## src/sv/hvt_pkg.sv

```systemverilog
// Types and constants of the host variable tokenizer.
// Used by the scanner, the emitter and the top level; depends on nothing.
package hvt_pkg;

  localparam logic [31:0] HVT_MAX_STATEMENT_BYTES = 32'd65535;
  localparam logic [15:0] POS_CAP =
    (HVT_MAX_STATEMENT_BYTES < 32'd65535) ? HVT_MAX_STATEMENT_BYTES[15:0] : 16'hFFFF;

  localparam logic [7:0] CH_QUOTE      = 8'h27;
  localparam logic [7:0] CH_COLON      = 8'h3A;
  localparam logic [7:0] CH_UNDERSCORE = 8'h5F;

  localparam int unsigned SLOTS = 3;

  typedef enum logic [1:0] {
    MODE_NORMAL = 2'd0,
    MODE_HOST   = 2'd1,
    MODE_LIT    = 2'd2,
    MODE_LITQ   = 2'd3
  } scan_mode_t;

  typedef struct packed {
    logic [15:0] token_start;
    logic [15:0] token_end;
    logic        is_host_var;
    logic [15:0] token_number;
    logic        statement_done;
    logic        too_long;
  } token_t;

  typedef struct packed {
    logic        load;
    logic [1:0]  count;
    token_t [SLOTS-1:0] slot;
  } bundle_t;

  function automatic logic ident_char(input logic [7:0] c);
    return (c >= 8'h61 && c <= 8'h7A) || (c >= 8'h41 && c <= 8'h5A) ||
           (c >= 8'h30 && c <= 8'h39) || (c == CH_UNDERSCORE);
  endfunction

endpackage

```

## src/sv/hvt_if.sv

```systemverilog
// Valid/ready channel interfaces for statement bytes and token requests.
// Depends on nothing.
interface hvt_in_if;
  logic       valid;
  logic       ready;
  logic [7:0] char_byte;
  logic       last_byte;

  modport source (output valid, output char_byte, output last_byte, input ready);
  modport sink   (input valid, input char_byte, input last_byte, output ready);
endinterface

interface hvt_out_if;
  logic        valid;
  logic        ready;
  logic [15:0] token_start;
  logic [15:0] token_end;
  logic        is_host_var;
  logic [15:0] token_number;
  logic        statement_done;
  logic        too_long;
  logic        last_of_run;

  modport source (output valid, output token_start, output token_end,
                  output is_host_var, output token_number, output statement_done,
                  output too_long, output last_of_run, input ready);
  modport sink   (input valid, input token_start, input token_end,
                  input is_host_var, input token_number, input statement_done,
                  input too_long, input last_of_run, output ready);
endinterface

```

## src/sv/hvt_scan.sv

```systemverilog
// Per-byte scanner: mode machine, position counters and token bundle build.
// Depends on hvt_pkg.
module hvt_scan (
  input  logic            clk,
  input  logic            rst_n,
  input  logic            in_valid,
  input  logic            in_ready,
  input  logic [7:0]      char_byte,
  input  logic            last_byte,
  output hvt_pkg::bundle_t bundle
);
  import hvt_pkg::*;

  scan_mode_t  mode_r, mode_nxt, mode_mid;
  logic [15:0] byte_position_r, byte_position_nxt;
  logic [15:0] plain_begin_r, plain_begin_nxt;
  logic [15:0] host_begin_r, host_begin_nxt;
  logic [15:0] tokens_emitted_r, tokens_emitted_nxt;
  logic        overflow_seen_r, overflow_seen_nxt;

  logic        fire;
  logic        at_cap;
  logic [15:0] cur;
  logic [15:0] nxt;
  logic        is_colon;
  logic        is_quote;
  logic        host_close;
  logic        as_normal;
  logic        plain_cut;
  logic [15:0] pb_mid;
  logic [15:0] hb_mid;
  logic        tail_host;

  token_t      cand [4];
  logic [3:0]  cand_v;
  logic [1:0]  count;
  logic [16:0] te_sum;

  assign fire     = in_valid && in_ready;
  assign at_cap   = byte_position_r >= POS_CAP;
  assign cur      = at_cap ? POS_CAP : byte_position_r;
  assign nxt      = (cur == POS_CAP) ? POS_CAP : cur + 16'd1;
  assign is_colon = char_byte == CH_COLON;
  assign is_quote = char_byte == CH_QUOTE;

  always_comb begin
    host_close = 1'b0;
    as_normal  = 1'b0;
    mode_mid   = mode_r;
    case (mode_r)
      MODE_HOST: begin
        if (!(ident_char(char_byte) || is_colon)) begin
          host_close = 1'b1;
          as_normal  = 1'b1;
          mode_mid   = MODE_NORMAL;
        end
      end
      MODE_LIT: begin
        if (is_quote) mode_mid = MODE_LITQ;
      end
      MODE_LITQ: begin
        if (is_quote) begin
          mode_mid = MODE_LIT;
        end else begin
          mode_mid  = MODE_NORMAL;
          as_normal = 1'b1;
        end
      end
      default: as_normal = 1'b1;
    endcase
    if (as_normal && is_colon) begin
      mode_mid = MODE_HOST;
    end else if (as_normal && is_quote) begin
      mode_mid = MODE_LIT;
    end
    mode_nxt = last_byte ? MODE_NORMAL : mode_mid;
  end

  always_comb begin
    pb_mid    = host_close ? cur : plain_begin_r;
    plain_cut = as_normal && is_colon && (pb_mid < cur);
    hb_mid    = (as_normal && is_colon) ? cur : host_begin_r;
    tail_host = last_byte && (mode_mid == MODE_HOST);

    cand_v = {last_byte, tail_host, plain_cut, host_close};

    cand[0] = '{token_start: host_begin_r, token_end: cur, is_host_var: 1'b1,
                token_number: 16'd0, statement_done: 1'b0, too_long: overflow_seen_nxt};
    cand[1] = '{token_start: pb_mid, token_end: cur, is_host_var: 1'b0,
                token_number: 16'd0, statement_done: 1'b0, too_long: overflow_seen_nxt};
    cand[2] = '{token_start: hb_mid, token_end: nxt, is_host_var: 1'b1,
                token_number: 16'd0, statement_done: 1'b0, too_long: overflow_seen_nxt};
    cand[3] = '{token_start: tail_host ? nxt : pb_mid, token_end: nxt, is_host_var: 1'b0,
                token_number: 16'd0, statement_done: 1'b1, too_long: overflow_seen_nxt};
  end

  always_comb begin
    bundle.load  = fire;
    bundle.slot  = '0;
    count        = 2'd0;
    for (int k = 0; k < 4; k++) begin
      if (cand_v[k]) begin
        te_sum = {1'b0, tokens_emitted_r} + {15'd0, count};
        bundle.slot[count] = cand[k];
        bundle.slot[count].token_number = te_sum[16] ? 16'hFFFF : te_sum[15:0];
        count = count + 2'd1;
      end
    end
    te_sum = {1'b0, tokens_emitted_r} + {15'd0, count};
    bundle.count = count;
  end

  always_comb begin
    overflow_seen_nxt  = overflow_seen_r || at_cap;
    byte_position_nxt  = nxt;
    plain_begin_nxt    = pb_mid;
    host_begin_nxt     = hb_mid;
    tokens_emitted_nxt = te_sum[16] ? 16'hFFFF : te_sum[15:0];
    if (last_byte) begin
      byte_position_nxt  = 16'd0;
      plain_begin_nxt    = 16'd0;
      host_begin_nxt     = 16'd0;
      tokens_emitted_nxt = 16'd0;
    end
  end

  always_ff @(posedge clk) begin
    if (!rst_n) begin
      mode_r           <= MODE_NORMAL;
      byte_position_r  <= 16'd0;
      plain_begin_r    <= 16'd0;
      host_begin_r     <= 16'd0;
      tokens_emitted_r <= 16'd0;
      overflow_seen_r  <= 1'b0;
    end else if (fire) begin
      mode_r           <= mode_nxt;
      byte_position_r  <= byte_position_nxt;
      plain_begin_r    <= plain_begin_nxt;
      host_begin_r     <= host_begin_nxt;
      tokens_emitted_r <= tokens_emitted_nxt;
      overflow_seen_r  <= last_byte ? 1'b0 : overflow_seen_nxt;
    end
  end

endmodule

```

## src/sv/hvt_emit.sv

```systemverilog
// Result register: holds the token bundle of one byte and drains it one
// request per cycle while out_ready is high. Depends on hvt_pkg.
module hvt_emit (
  input  logic             clk,
  input  logic             rst_n,
  input  hvt_pkg::bundle_t bundle,
  output logic             in_ready,
  output logic             out_valid,
  input  logic             out_ready,
  output hvt_pkg::token_t  out_token,
  output logic             out_last_of_run
);
  import hvt_pkg::*;

  token_t [SLOTS-1:0] slot_r;
  logic [1:0]         cnt_r, cnt_nxt;
  logic [1:0]         idx_r, idx_nxt;
  logic [1:0]         sel;
  logic [2:0]         idx_inc;

  assign idx_inc         = {1'b0, idx_r} + 3'd1;
  assign out_valid       = idx_r < cnt_r;
  assign out_last_of_run = idx_inc == {1'b0, cnt_r};
  assign in_ready        = !out_valid || (out_last_of_run && out_ready);
  assign sel             = (idx_r > 2'd2) ? 2'd2 : idx_r;
  assign out_token       = slot_r[sel];

  always_comb begin
    cnt_nxt = cnt_r;
    idx_nxt = idx_r;
    if (bundle.load) begin
      cnt_nxt = bundle.count;
      idx_nxt = 2'd0;
    end else if (out_valid && out_ready) begin
      idx_nxt = idx_inc[1:0];
    end
  end

  always_ff @(posedge clk) begin
    if (!rst_n) begin
      cnt_r <= 2'd0;
      idx_r <= 2'd0;
    end else begin
      cnt_r <= cnt_nxt;
      idx_r <= idx_nxt;
    end
  end

  always_ff @(posedge clk) begin
    if (bundle.load) slot_r <= bundle.slot;
  end

endmodule

```

## src/sv/sql_host_variable_tokenizer_core.sv

```systemverilog
// Channel   Dir  Handshake        Payload
// in_ch     in   valid/ready      char_byte[7:0], last_byte
// out_ch    out  valid/ready      token_start, token_end, is_host_var, token_number,
//                                 statement_done, too_long, last_of_run
// One byte a cycle while the output is ready; a byte that yields several tokens holds
// the input while the result register drains, one token request per cycle.
// The input is taken while the last token of the previous byte is taken.
// Reset: synchronous, active low; clears the scan state and empties the result register.
// Top level of the host variable tokenizer; depends on hvt_pkg, hvt_if, hvt_scan, hvt_emit.
module sql_host_variable_tokenizer_core (
  input logic       clk,
  input logic       rst_n,
  hvt_in_if.sink    in_ch,
  hvt_out_if.source out_ch
);
  import hvt_pkg::*;

  bundle_t bundle;
  token_t  token;
  logic    ready;
  logic    last_of_run;
  logic    valid;

  hvt_scan u_scan (
    .clk       (clk),
    .rst_n     (rst_n),
    .in_valid  (in_ch.valid),
    .in_ready  (ready),
    .char_byte (in_ch.char_byte),
    .last_byte (in_ch.last_byte),
    .bundle    (bundle)
  );

  hvt_emit u_emit (
    .clk             (clk),
    .rst_n           (rst_n),
    .bundle          (bundle),
    .in_ready        (ready),
    .out_valid       (valid),
    .out_ready       (out_ch.ready),
    .out_token       (token),
    .out_last_of_run (last_of_run)
  );

  assign in_ch.ready           = ready;
  assign out_ch.valid          = valid;
  assign out_ch.token_start    = token.token_start;
  assign out_ch.token_end      = token.token_end;
  assign out_ch.is_host_var    = token.is_host_var;
  assign out_ch.token_number   = token.token_number;
  assign out_ch.statement_done = token.statement_done;
  assign out_ch.too_long       = token.too_long;
  assign out_ch.last_of_run    = last_of_run;

endmodule

```

## src/flat_wrapper.sv

```systemverilog
// flat-port wrapper written by rule: the top's interface ports become plain ports
module sql_host_variable_tokenizer_core_flat import hvt_pkg::*;
  (clk, rst_n, in_ch_valid, in_ch_char_byte, in_ch_last_byte, in_ch_ready, out_ch_valid, out_ch_token_start, out_ch_token_end, out_ch_is_host_var, out_ch_token_number, out_ch_statement_done, out_ch_too_long, out_ch_last_of_run, out_ch_ready);
  hvt_in_if in_ch_i ();
  hvt_out_if out_ch_i ();
  input logic clk;
  input logic rst_n;
  input wire logic [$bits(in_ch_i.valid)-1:0] in_ch_valid;
  input wire logic [$bits(in_ch_i.char_byte)-1:0] in_ch_char_byte;
  input wire logic [$bits(in_ch_i.last_byte)-1:0] in_ch_last_byte;
  output wire logic [$bits(in_ch_i.ready)-1:0] in_ch_ready;
  output wire logic [$bits(out_ch_i.valid)-1:0] out_ch_valid;
  output wire logic [$bits(out_ch_i.token_start)-1:0] out_ch_token_start;
  output wire logic [$bits(out_ch_i.token_end)-1:0] out_ch_token_end;
  output wire logic [$bits(out_ch_i.is_host_var)-1:0] out_ch_is_host_var;
  output wire logic [$bits(out_ch_i.token_number)-1:0] out_ch_token_number;
  output wire logic [$bits(out_ch_i.statement_done)-1:0] out_ch_statement_done;
  output wire logic [$bits(out_ch_i.too_long)-1:0] out_ch_too_long;
  output wire logic [$bits(out_ch_i.last_of_run)-1:0] out_ch_last_of_run;
  input wire logic [$bits(out_ch_i.ready)-1:0] out_ch_ready;
  assign in_ch_i.valid = in_ch_valid;
  assign in_ch_i.char_byte = in_ch_char_byte;
  assign in_ch_i.last_byte = in_ch_last_byte;
  assign in_ch_ready = in_ch_i.ready;
  assign out_ch_valid = out_ch_i.valid;
  assign out_ch_token_start = out_ch_i.token_start;
  assign out_ch_token_end = out_ch_i.token_end;
  assign out_ch_is_host_var = out_ch_i.is_host_var;
  assign out_ch_token_number = out_ch_i.token_number;
  assign out_ch_statement_done = out_ch_i.statement_done;
  assign out_ch_too_long = out_ch_i.too_long;
  assign out_ch_last_of_run = out_ch_i.last_of_run;
  assign out_ch_i.ready = out_ch_ready;
  sql_host_variable_tokenizer_core u_core (.clk(clk), .rst_n(rst_n), .in_ch(in_ch_i), .out_ch(out_ch_i));
endmodule
```

## config.mk

```make
export PLATFORM = sky130hd
export DESIGN_NAME = sql_host_variable_tokenizer_core_flat
export DESIGN_NICKNAME = d
export VERILOG_FILES = /design/src/sv/hvt_pkg.sv /design/src/sv/hvt_if.sv /design/src/sv/hvt_scan.sv /design/src/sv/hvt_emit.sv /design/src/sv/sql_host_variable_tokenizer_core.sv /design/src/flat_wrapper.sv
export SDC_FILE = /design/constraint.sdc
export NUM_CORES = 1
export LEC_CHECK = 0
export BUFFER_PORTS_ARGS = -buffer_cell sky130_fd_sc_hd__buf_2
export CORE_ASPECT_RATIO = 1.25
export CORE_MARGIN = 4
export CORE_UTILIZATION = 62
export CTS_BUF_LIST = sky130_fd_sc_hd__clkbuf_16
export DETAILED_ROUTE_END_ITERATION = 10
export PLACE_DENSITY = 0.92
export SETUP_SLACK_MARGIN = 0.3
export SYNTH_ARGS = -nofsm -noshare
export SYNTH_HDL_FRONTEND = slang
export SYNTH_HIERARCHICAL = 1
export SYNTH_SLANG_ARGS = --single-unit
```

## constraint.sdc

```tcl
create_clock -name clk -period 7.6 [get_ports clk]
set_input_delay 0.76 -clock clk [delete_from_list [all_inputs] [get_ports clk]]
set_output_delay 0.76 -clock clk [all_outputs]
set_load 0.05 [all_outputs]
```

== Word level (Yosys, flattened, before mapping) ==
Cells that the tools add are included.

* $add $sub $neg: 9
* Multipliers: 0
* Div/mod/pow operators: 0
* Magnitude comparators: 17
* Equality and inequality tests: 9
* Shift-type cells: 0
* Multiplexer cells: 54
* Bitwise operators: 1
* Reduce and logical (&&, ||, !) cells: 21

{| class="wikitable"
|+ Operator list
! cell !! number
|-
| bitwise mux 153 bit || 6
|-
| demux 51 bit (select 2 bit) || 6
|-
| two-way mux 153 bit || 3
|-
| two-way mux 51 bit || 5
|-
| two-way mux 16 bit || 13
|-
| binary-select mux 51 bit (select 2 bit) || 1
|-
| adder 16 x 2 -> 17 bit || 4
|-
| two-way mux 18 bit || 3
|-
| two-way mux 2 bit || 10
|-
| adder 16 x 1 -> 16 bit, second input constant || 1
|-
| equality test 16 bit, second input constant || 1
|-
| equality test 8 x 6 -> 1 bit, second input constant || 2
|-
| >= comparator 16 bit, second input constant || 1
|-
| >= comparator 8 x 7 -> 1 bit, second input constant || 2
|-
| <= comparator 8 x 7 -> 1 bit, second input constant || 2
|-
| < comparator 16 bit || 1
|-
| logical AND 1 bit || 13
|-
| < comparator 2 x 3 -> 1 bit, second input constant || 4
|-
| equality test 8 x 7 -> 1 bit, second input constant || 1
|-
| >= comparator 8 x 6 -> 1 bit, second input constant || 1
|-
| <= comparator 8 x 6 -> 1 bit, second input constant || 1
|-
| adder 2 x 1 -> 2 bit, second input constant || 3
|-
| >= comparator 2 x 1 -> 1 bit, second input constant || 3
|-
| logical OR 1 bit || 6
|-
| 12 further kinds || 18
|}

* Bits in registers: 224
* Bits in latches: 0
* Bits in writable memories: 0
* Memory bits (read-only): 0
* Bits of input ports: 13
* Output and inout port bits: 54
* Logic and storage cells: 137
* Memories kept: 0

== Logic depth before layout (Yosys ltp) ==
Gate-level depths: netlist of the first run.

* Depth in word-level cells: 22
* Depth in mapped cells: 30
* Gate-level depth less buffers: 27

== Cells and area by module ==
Netlist of the first run, hierarchy kept.

{| class="wikitable"
|+ By module, submodules not included
! module !! times used !! cells each !! area each (um^2) !! seq. area each (um^2)
|-
| hvt_scan || 1 || 1,052 || 7,269.5 || 1,341.3
|-
| hvt_emit || 1 || 358 || 6,029.5 || 4,674.5
|}

== Worst setup path before layout of the first run ==
No wires, ideal clock.

* Path kind: input to register
* Start: input port in_ch_char_byte[3]
* End: register u_core.u_scan.tokens_emitted_r[2]
* Library setup time: 0.080 ns
* Data arrival time: 6.545 ns
* Data required time: 7.520 ns
* Path slack: 0.976 ns
* Stages on the path: 28
* Buffers on the path: 5
* Path through: nor2_1 > a21oi_1 > a211oi_2 > buf_2 > mux2_2 > ha_1 > nand4_1 > nor4_1 > o41ai_2 > and2_4 > inv_1 > ha_1 > o211ai_1 > a21oi_1 > clkbuf_1 > a21oi_1 > inv_1 > ha_1 > a21oi_1 > fa_1 > clkbuf_1 > and3_1 > clkbuf_1 > nand3_1 > clkbuf_1 > a31oi_1 > nor2_1 > nor3b_1

{| class="wikitable"
|+ RTL lines
! what !! line !! source
|-
| from (decl) || flat_wrapper.sv:9 || <nowiki>input wire logic [$bits(in_ch_i.char_byte)-1:0] in_ch_char_byte;</nowiki>
|-
| to (signal assigned) || hvt_scan.sv:140 || <nowiki>tokens_emitted_r <= tokens_emitted_nxt;</nowiki>
|-
| to (decl) || hvt_scan.sv:18 || <nowiki>logic [15:0] tokens_emitted_r, tokens_emitted_nxt;</nowiki>
|}

==> results.md, run 1 <==
- CTS buffer count: 22
- Vias: 11800
- Std cell rows: 59
- Post-synth EDFFs: 153
- # nets final: 1457
- Worst R2R Setup Slack: 1.18 ns
- Mapped cell area: 13300 um2
- Syn. warnings: 6
- RePlAce Congestion: 1.02
- Worst path required time: 8.03 ns
- TNS Setup: 0 ns
- Post-synth top cells: edfxtp_1 (153), nor2_1 (106), o22ai_1 (104)
- DR WL/cell: 23.7 um
- Hold_ws: 0.506 ns
- CP Class: register to register
- Critical Path Sink: u_core/u_scan/tokens_emitted_r[2]
- Crit path time final: 6.42 ns
- Crit Path Max Fanout: 30
- Area Overhead vs Synth: 8.37%
- Post-synthesis sequential area ratio: 45.2%
- Worst setup SP type: register
- Post-synth net total: 1461
- Slew Viols, Final: 0
- Worst r2r src: u_core/u_scan/mode_r[0]
- CP arrival: 6.85 ns
- Overall track demand over capacity in global routing: 32.7%
- Routed WL: 40200 um
- Largest net degree at the start of global routing: 103
- Status: completed
- Skew-Pair Late Insertion Delay: 0.52 ns
- Drt drc: 0
- CTS Sinks: 224
- Most frequent cell after synthesis: edfxtp_1
- Worst hold path type: register to register
- First-pass GRT wire length: 62300 um
- Synth area leader: edfxtp_1
- Hold Vio Cnt, Final: 0
- CTS root buf: clkbuf_16
- Die height: 172 um
- Hold_buf cts: 0
- Top cells by area, synth: edfxtp_1 (35%), dfxtp_1 (11%), mux2i_1 (5.6%), o22ai_1 (4.9%), ha_1 (3.3%)
- Share of cells above drive strength 1: 12.1%
- F_max: 156 MHz
- Final setup violation count: 0
- Fill cell count: 1532
- Clock skew: 0.0198 ns
- CP endpoint kind: register
- Top cell type's share of synthesized area: 34.5%
- Crit share post-route: 84.5%
- 1st-pass router iterations: 7
- Slowest cell on the critical path: nor4_1
- Ys flop type: edfxtp_1
- Vias/cell: 6.95
- Worst-Margin Slew: 1.21 ns
- 1st-iter DRT viols: 1997
- Max-Cap Viols: 0
- Syn avg cell area: 9.43 um2
- Storage cell area: 6020 um2
- Crit-path cells: nor2b_1 > o41ai_1 > a211oi_4 > buf_4 > mux2_2 > ha_1 > nand4_1 > nor4_1 > o41ai_2 > and2_4 > inv_1 > ha_1 > o211ai_1 > a21oi_4 > a21oi_1 > inv_1 > ha_1 > a21oi_1 > fa_1 > and3_1 > nand3_2 > a31oi_1 > nor2_1 > nor3b_1
- H-tree level count: 1
- Post-Syn Instances: 1410
- Pwr dens: 192 nW/um2
- Unrepaired setup endpoints after global routing: false
- Worst slew margin: 19.0%
- Total global routing overflow: 0
- Leakage: 0.00533 uW
- Vias in the first global route: 11000
- Worst VDD drop: 0.157 mV
- Ant. Diodes: 0
- DRT antenna net count: 0
- DP HPWL: 26900 um
- CTS clk-pin slew, worst paths: 0.06 ns
- Slowest stage delay, CP: 0.44 ns
- Die Footprint: 23900 um2
- Multi-input logic area: 6620 um2
- TritonCTS clock tree: built
- Library cells used by synthesis: 79
- I/O Buffers: 66
- Longest Clk Path Bufs: 3
- Worst setup path start: u_core/u_scan/mode_r[0]
- FF-to-FF End: u_core/u_scan/tokens_emitted_r[2]
- Fraction of registers with async set/reset: 0%
- Core Area: 21000 um2
- # IOs: 67
- Starting density of the core: 63.4%
- R2R depth: 24
- Crit path top cell by count: ha_1
- Antenna violations before repair: 0
- Die width: 139 um
- Flops & latches, synth: 224
==> cell type report <==
cell class | instances | share of cell area (%)
clock buffer | 22 | 3.82
clock inverter | 18 | 1.12
inverter | 39 | 1.05
multi-input combinational | 1023 | 46.0
sequential | 224 | 41.7
tap | 274 | 2.38
timing repair buffer | 96 | 3.94
==> placed cells by master (no fill, tap or decap), types with 56 or more instances in the layout <==
cell,n
edfxtp_1,153
nor2_1,105
o22ai_1,104
nand2_1,96
nand3_1,76
mux2i_1,75
dfxtp_1,71
buf_2,66
a21oi_1,66
o21ai_1,57
o21ai_0,56
==> critical path: cells and delay by family, from the launching register on <==
kind	cells	cell delay (ns)
AND/OR/NAND/NOR	8	2.01
AO/OA/AOI/OAI	8	1.62
adder cells (fa/ha/maj)	4	1.17
buffers and inverters	3	0.70
multiplexers	1	0.42
flip-flops	1	0.41
==> routing by layer <==
layer / GRT usage (%) / wire length, um / vias to the layer above
met5: 0 / 0 / -
met4: 10.5 / 1280 / 0
met3: 5.12 / 4620 / 129
met2: 52.5 / 18300 / 887
met1: 45.9 / 15900 / 5498
li1: - / - / 5277
==> metrics by stage <==
step | instances | cell area [um2] | utilization, % | setup slack [ns] | power (uW)
final | 1696 | 14400 | 68.7 | 1.18 | 2770
after detailed placement | 1655 | 13700 | 65.3 | 0.336 | 1710
after global routing | 1696 | 14400 | 68.7 | 0.640 | 2850
after floorplan | 1410 | 13300 | - | 0.976 | 1630
after CTS | 1695 | 14400 | 68.7 | 0.797 | 2770
after global placement | 1655 | 13700 | 65.3 | 0.575 | 1700
==> state kept, by name, indices dropped and copies added, names as in the netlist <==
name / flops
u_core/u_scan/host_begin_r: 16
u_core/u_emit/cnt_r: 2
u_core/u_scan/tokens_emitted_r: 16
u_core/u_emit/slot_r: 153
u_core/u_scan/mode_r: 2
u_core/u_scan/overflow_seen_r: 1
u_core/u_scan/byte_position_r: 16
u_core/u_scan/plain_begin_r: 16
u_core/u_emit/idx_r: 2
==> how the worst min path moves through the flow <==
stage          cells after the start  slack [ns]                            end                     startpoint
4_1_cts                            2        0.49  u_core/u_scan/overflow_seen_r  u_core/u_scan/overflow_seen_r
5_1_grt                            2        0.54  u_core/u_scan/overflow_seen_r  u_core/u_scan/overflow_seen_r
2_1_floorplan                      2        0.44  u_core/u_scan/overflow_seen_r  u_core/u_scan/overflow_seen_r
3_5_place_dp                       2        0.47  u_core/u_scan/overflow_seen_r  u_core/u_scan/overflow_seen_r
6_report                           2        0.51  u_core/u_scan/overflow_seen_r  u_core/u_scan/overflow_seen_r
3_3_place_gp                       2        0.45  u_core/u_scan/overflow_seen_r  u_core/u_scan/overflow_seen_r
==> where the power goes <==
| part | internal [uW] | leakage (uW) | switching (uW) |
|---|---|---|---|
| Clock | 603 | 0.000352 | 473 |
| Sequential | 1370 | 0.00211 | 21.9 |
| Combinational | 65.5 | 0.00286 | 235 |
| Total | 2040 | 0.00533 | 730 |
==> cells by family after synthesis <==
| family | Yosys count | synth area share [%] |
|---|---|---|
| simple gates | 448 | 16.9 |
| compound gates | 422 | 20.3 |
| flops | 224 | 45.2 |
| buf+inv | 163 | 5.33 |
| mux | 86 | 6.58 |
| fa+ha+maj | 38 | 3.74 |
| xor+xnor | 29 | 1.91 |
==> what timing repair did <==
action	CTS	global route
gates resized for setup	0	1
setup buffers	0	1
setup endpoints to repair	0	11
Note: power is estimated with default switching activity, not from simulation.
==> run 2: changes to the inputs <==
- ABC_AREA: not set -> 1
- CORE_UTILIZATION: 62 -> 57
- PLACE_DENSITY: 0.92 -> 0.89
- clock period: 7.6 -> 5.7 ns (I/O delays scaled with it)
==> run 2 against run 1 <==
  * Critical path depth increased by 11
  * Non-clock buffer count increased by 13
  * Final area grew 6.1%
  * Register-to-register slack worse by 0.48 ns
  * Sequential power up 50%
  * First-iteration DRC count shrank 8.3%
  * Worst setup slack got worse by 0.49 ns
  * Critical endpoint is now u_core/u_emit/slot_r[8]
  * Highest routed layer unchanged
==> results.md, run 2 <==
- Status: completed
- Routed WL: 41300 um (+2.7%)
- Antenna violations before repair: 0 (unchanged)
- TNS Setup: 0 ns (unchanged)
- Fill cell count: 2034 (+33%)
- Post-synth top cells: nand2_1 (476), nor2_1 (231), inv_1 (166), o21ai_0 (166), edfxtp_1 (153)
- Ant. Diodes: 0 (unchanged)
- Core Area: 23800 um2 (+14%)
- Slew Viols, Final: 0 (unchanged)
- CP arrival: 5.28 ns (-1.57 ns)
- Pwr dens: 338 nW/um2 (+76%)
- Worst setup SP type: primary input
- CTS clk-pin slew, worst paths: 0.07 ns (about the same)
- Area Overhead vs Synth: 10.3%
- Top cell type's share of synthesized area: 33.2% (-1.4 points)
- Share of cells above drive strength 1: 11.4% (-0.69 points)
- Slowest cell on the critical path: fa_2
- Vias: 13300 (+13%)
- CTS buffer count: 23 (+4.5%)
- Slowest stage delay, CP: 0.38 ns (-0.06 ns)
- DR WL/cell: 18.6 um (-21%)
- # nets final: 1928 (+32%)
- Library cells used by synthesis: 52 (-34%)
- Flops & latches, synth: 224 (unchanged)
- Most frequent cell after synthesis: nand2_1
- Final Non-Filler Cells: 2219 (+31%)
- CP Class: primary input to register
- Leakage: 0.00637 uW (+20%)
- Design Area, Final: 15300 um2 (+6.1%)
- Max-Cap Viols: 0 (unchanged)
- Vias in the first global route: 12200 (+11%)
- Synth area leader: edfxtp_1
- Final setup violation count: 0 (unchanged)
- Placed inst area: 14400 um2 (+5.1%)
- TritonCTS clock tree: built
- Longest Clk Path Bufs: 3 (unchanged)
- Die Footprint: 26900 um2 (+13%)
- Ys flop type: edfxtp_1
- Drt drc: 0 (unchanged)
- Multi-input logic area: 6720 um2 (+1.5%)
- Total global routing overflow: 0 (unchanged)
- Worst hold path type: primary input to register
- Skew-Pair Late Insertion Delay: 0.54 ns (+0.02 ns)
- Crit Path Max Fanout: 21 (-30%)
- First-pass GRT wire length: 64500 um (+3.6%)
- Die width: 147 um (+6.1%)
- Mapped cell area: 13900 um2 (+4.2%)
- H-tree level count: 1 (unchanged)
- Die height: 182 um (+6.1%)
- Unrepaired setup endpoints after global routing: false
- 1st-iter DRT viols: 1832 (-8.3%)
- CTS root buf: clkbuf_16
- CP endpoint kind: register
- Worst-Margin Slew: 1.22 ns (+0.00524 ns)
- 1st-pass router iterations: 9 (+2)
- Largest net degree at the start of global routing: 103 (unchanged)
- Post-synth EDFFs: 153 (unchanged)
- Fraction of registers with async set/reset: 0% (unchanged)
- Most frequent cells in the layout: nand2_1 (473), nor2_1 (222), inv_1 (165)
- Syn. warnings: 6 (unchanged)
- DP HPWL: 28200 um (+5.0%)
- Syn avg cell area: 7.48 um2 (-21%)
- # IOs: 67 (unchanged)
- Post-synthesis sequential area ratio: 43.4% (-1.8 points)
- Storage cell area: 6020 um2 (unchanged)
- Placed Cells incl. Taps: 2172 (+31%)
- Post-Syn Instances: 1852 (+31%)
- Vias/cell: 5.99 (-14%)
- Worst slew margin: 18.6% (-0.47 points)
- Most flops, register: u_core/u_emit/slot_r
- Clock skew: 0.0174 ns (-0.00236 ns)
- Overall track demand over capacity in global routing: 29.5% (-3.1 points)
- RePlAce Congestion: 1.00 (-1.5%)
- Starting density of the core: 58.2% (-5.2 points)
- CTS Sinks: 224 (unchanged)
- Hold_buf cts: 0 (unchanged)
- Crit share post-route: 87.8%
- F_max: 200 MHz
- DRT antenna net count: 0 (unchanged)
- Worst VDD drop: 0.244 mV (+56%)
- Std cell rows: 63 (+6.8%)
- Post-synth net total: 1903 (+30%)
- Hold Vio Cnt, Final: 0 (unchanged)
- I/O Buffers: 66 (unchanged)
- Hold_ws: 0.333 ns (-0.174 ns)
- Final design utilization: 64.2% (-4.5 points)
- Top cells by area, synth: edfxtp_1 (33%), nand2_1 (13%), dfxtp_1 (10%), nor2_1 (6.3%), o21ai_0 (6.0%)
- Crit path time final: 5.01 ns
- Commonest non-fill, non-tap cell in the layout: nand2_1
- Worst path required time: 5.97 ns (-2.06 ns)
- Largest register FFs: 153 (unchanged)
==> run 2: cell types whose count changed in the layout (fill, tap and decap cells not counted), sizes merged, moves of 28 or more <==
cell    delta
a21oi     +47
a22oi     -28
and2      -35
inv      +138
mux2i     -75
nand2    +388
nand3     -39
nor2     +131
nor2b     -38
o21ai     +99
o21bai    +32
==> run 2: power by group <==
group	internal (uW)	switching (uW)	leakage, uW
sequential	2030	65.9	0.00209
combinational	301	1200	0.00389
clock	895	672	0.000386
==> run 2: cell families after synthesis <==
kind of cell	Yosys count	share of synthesized area (%)
adders and majority gates	38	3.59
AOI/OAI and AO/OA	472	19.2
DFF	224	43.4
buffers and inverters	286	8.78
and+or+nand+nor	807	23.5
xor gates and xnor gates	25	1.58
==> run 2: cell type report <==
type                    instances  share of cell area [%]
well taps                     325                    2.66
repair buffers                109                    4.47
multi-input cells            1343                    44.0
clock buffers                  25                    4.09
inverters                     176                    4.39
clock inverters                17                    1.06
flip-flops and latches        224                    39.3
==> run 2: stage by stage <==
stage | setup WS (ns) | power, uW
2_1_floorplan | 0.313 | 3280
3_3_place_gp | 0.232 | 3590
3_5_place_dp | -0.0618 | 3630
4_1_cts | 0.436 | 5170
5_1_grt | 0.305 | 5340
6_report | 0.693 | 5160
==> run 2: what timing repair did <==
| item | CTS | global route |
|---|---|---|
| buffers inserted | 0 | 3 |
| gates resized for setup | 0 | 23 |
| setup endpoints to repair | 0 | 59 |
==> run 2: critical path: cells and delay by family <==
kind            cells  cell delay [ns]
simple gates       16             1.55
fa+ha+maj           4             1.21
buf+inv             9             1.03
compound gates      6             0.89
==> run 2: per-layer routing <==
layer | share of wire, % | global-route usage [%] | up-vias
met4 | 2.7 | 8.99 | 0
met2 | 45 | 46.8 | 866
li1 | - | - | 6248
met3 | 12 | 5.34 | 108
met5 | 0 | 0 | -
met1 | 40 | 41.7 | 6072
==> run 2: final timing paths <==
path                                     end                             start  slack [ns]  cells past startpoint
max                  u_core/u_emit/slot_r[8]                in_ch_char_byte[7]        0.69                     35
min            u_core/u_scan/host_begin_r[9]                             rst_n        0.33                      2
max reg2reg          u_core/u_emit/slot_r[8]  u_core/u_scan/byte_position_r[0]        0.70                     32
min reg2reg  u_core/u_scan/plain_begin_r[13]   u_core/u_scan/plain_begin_r[13]        0.47                      2
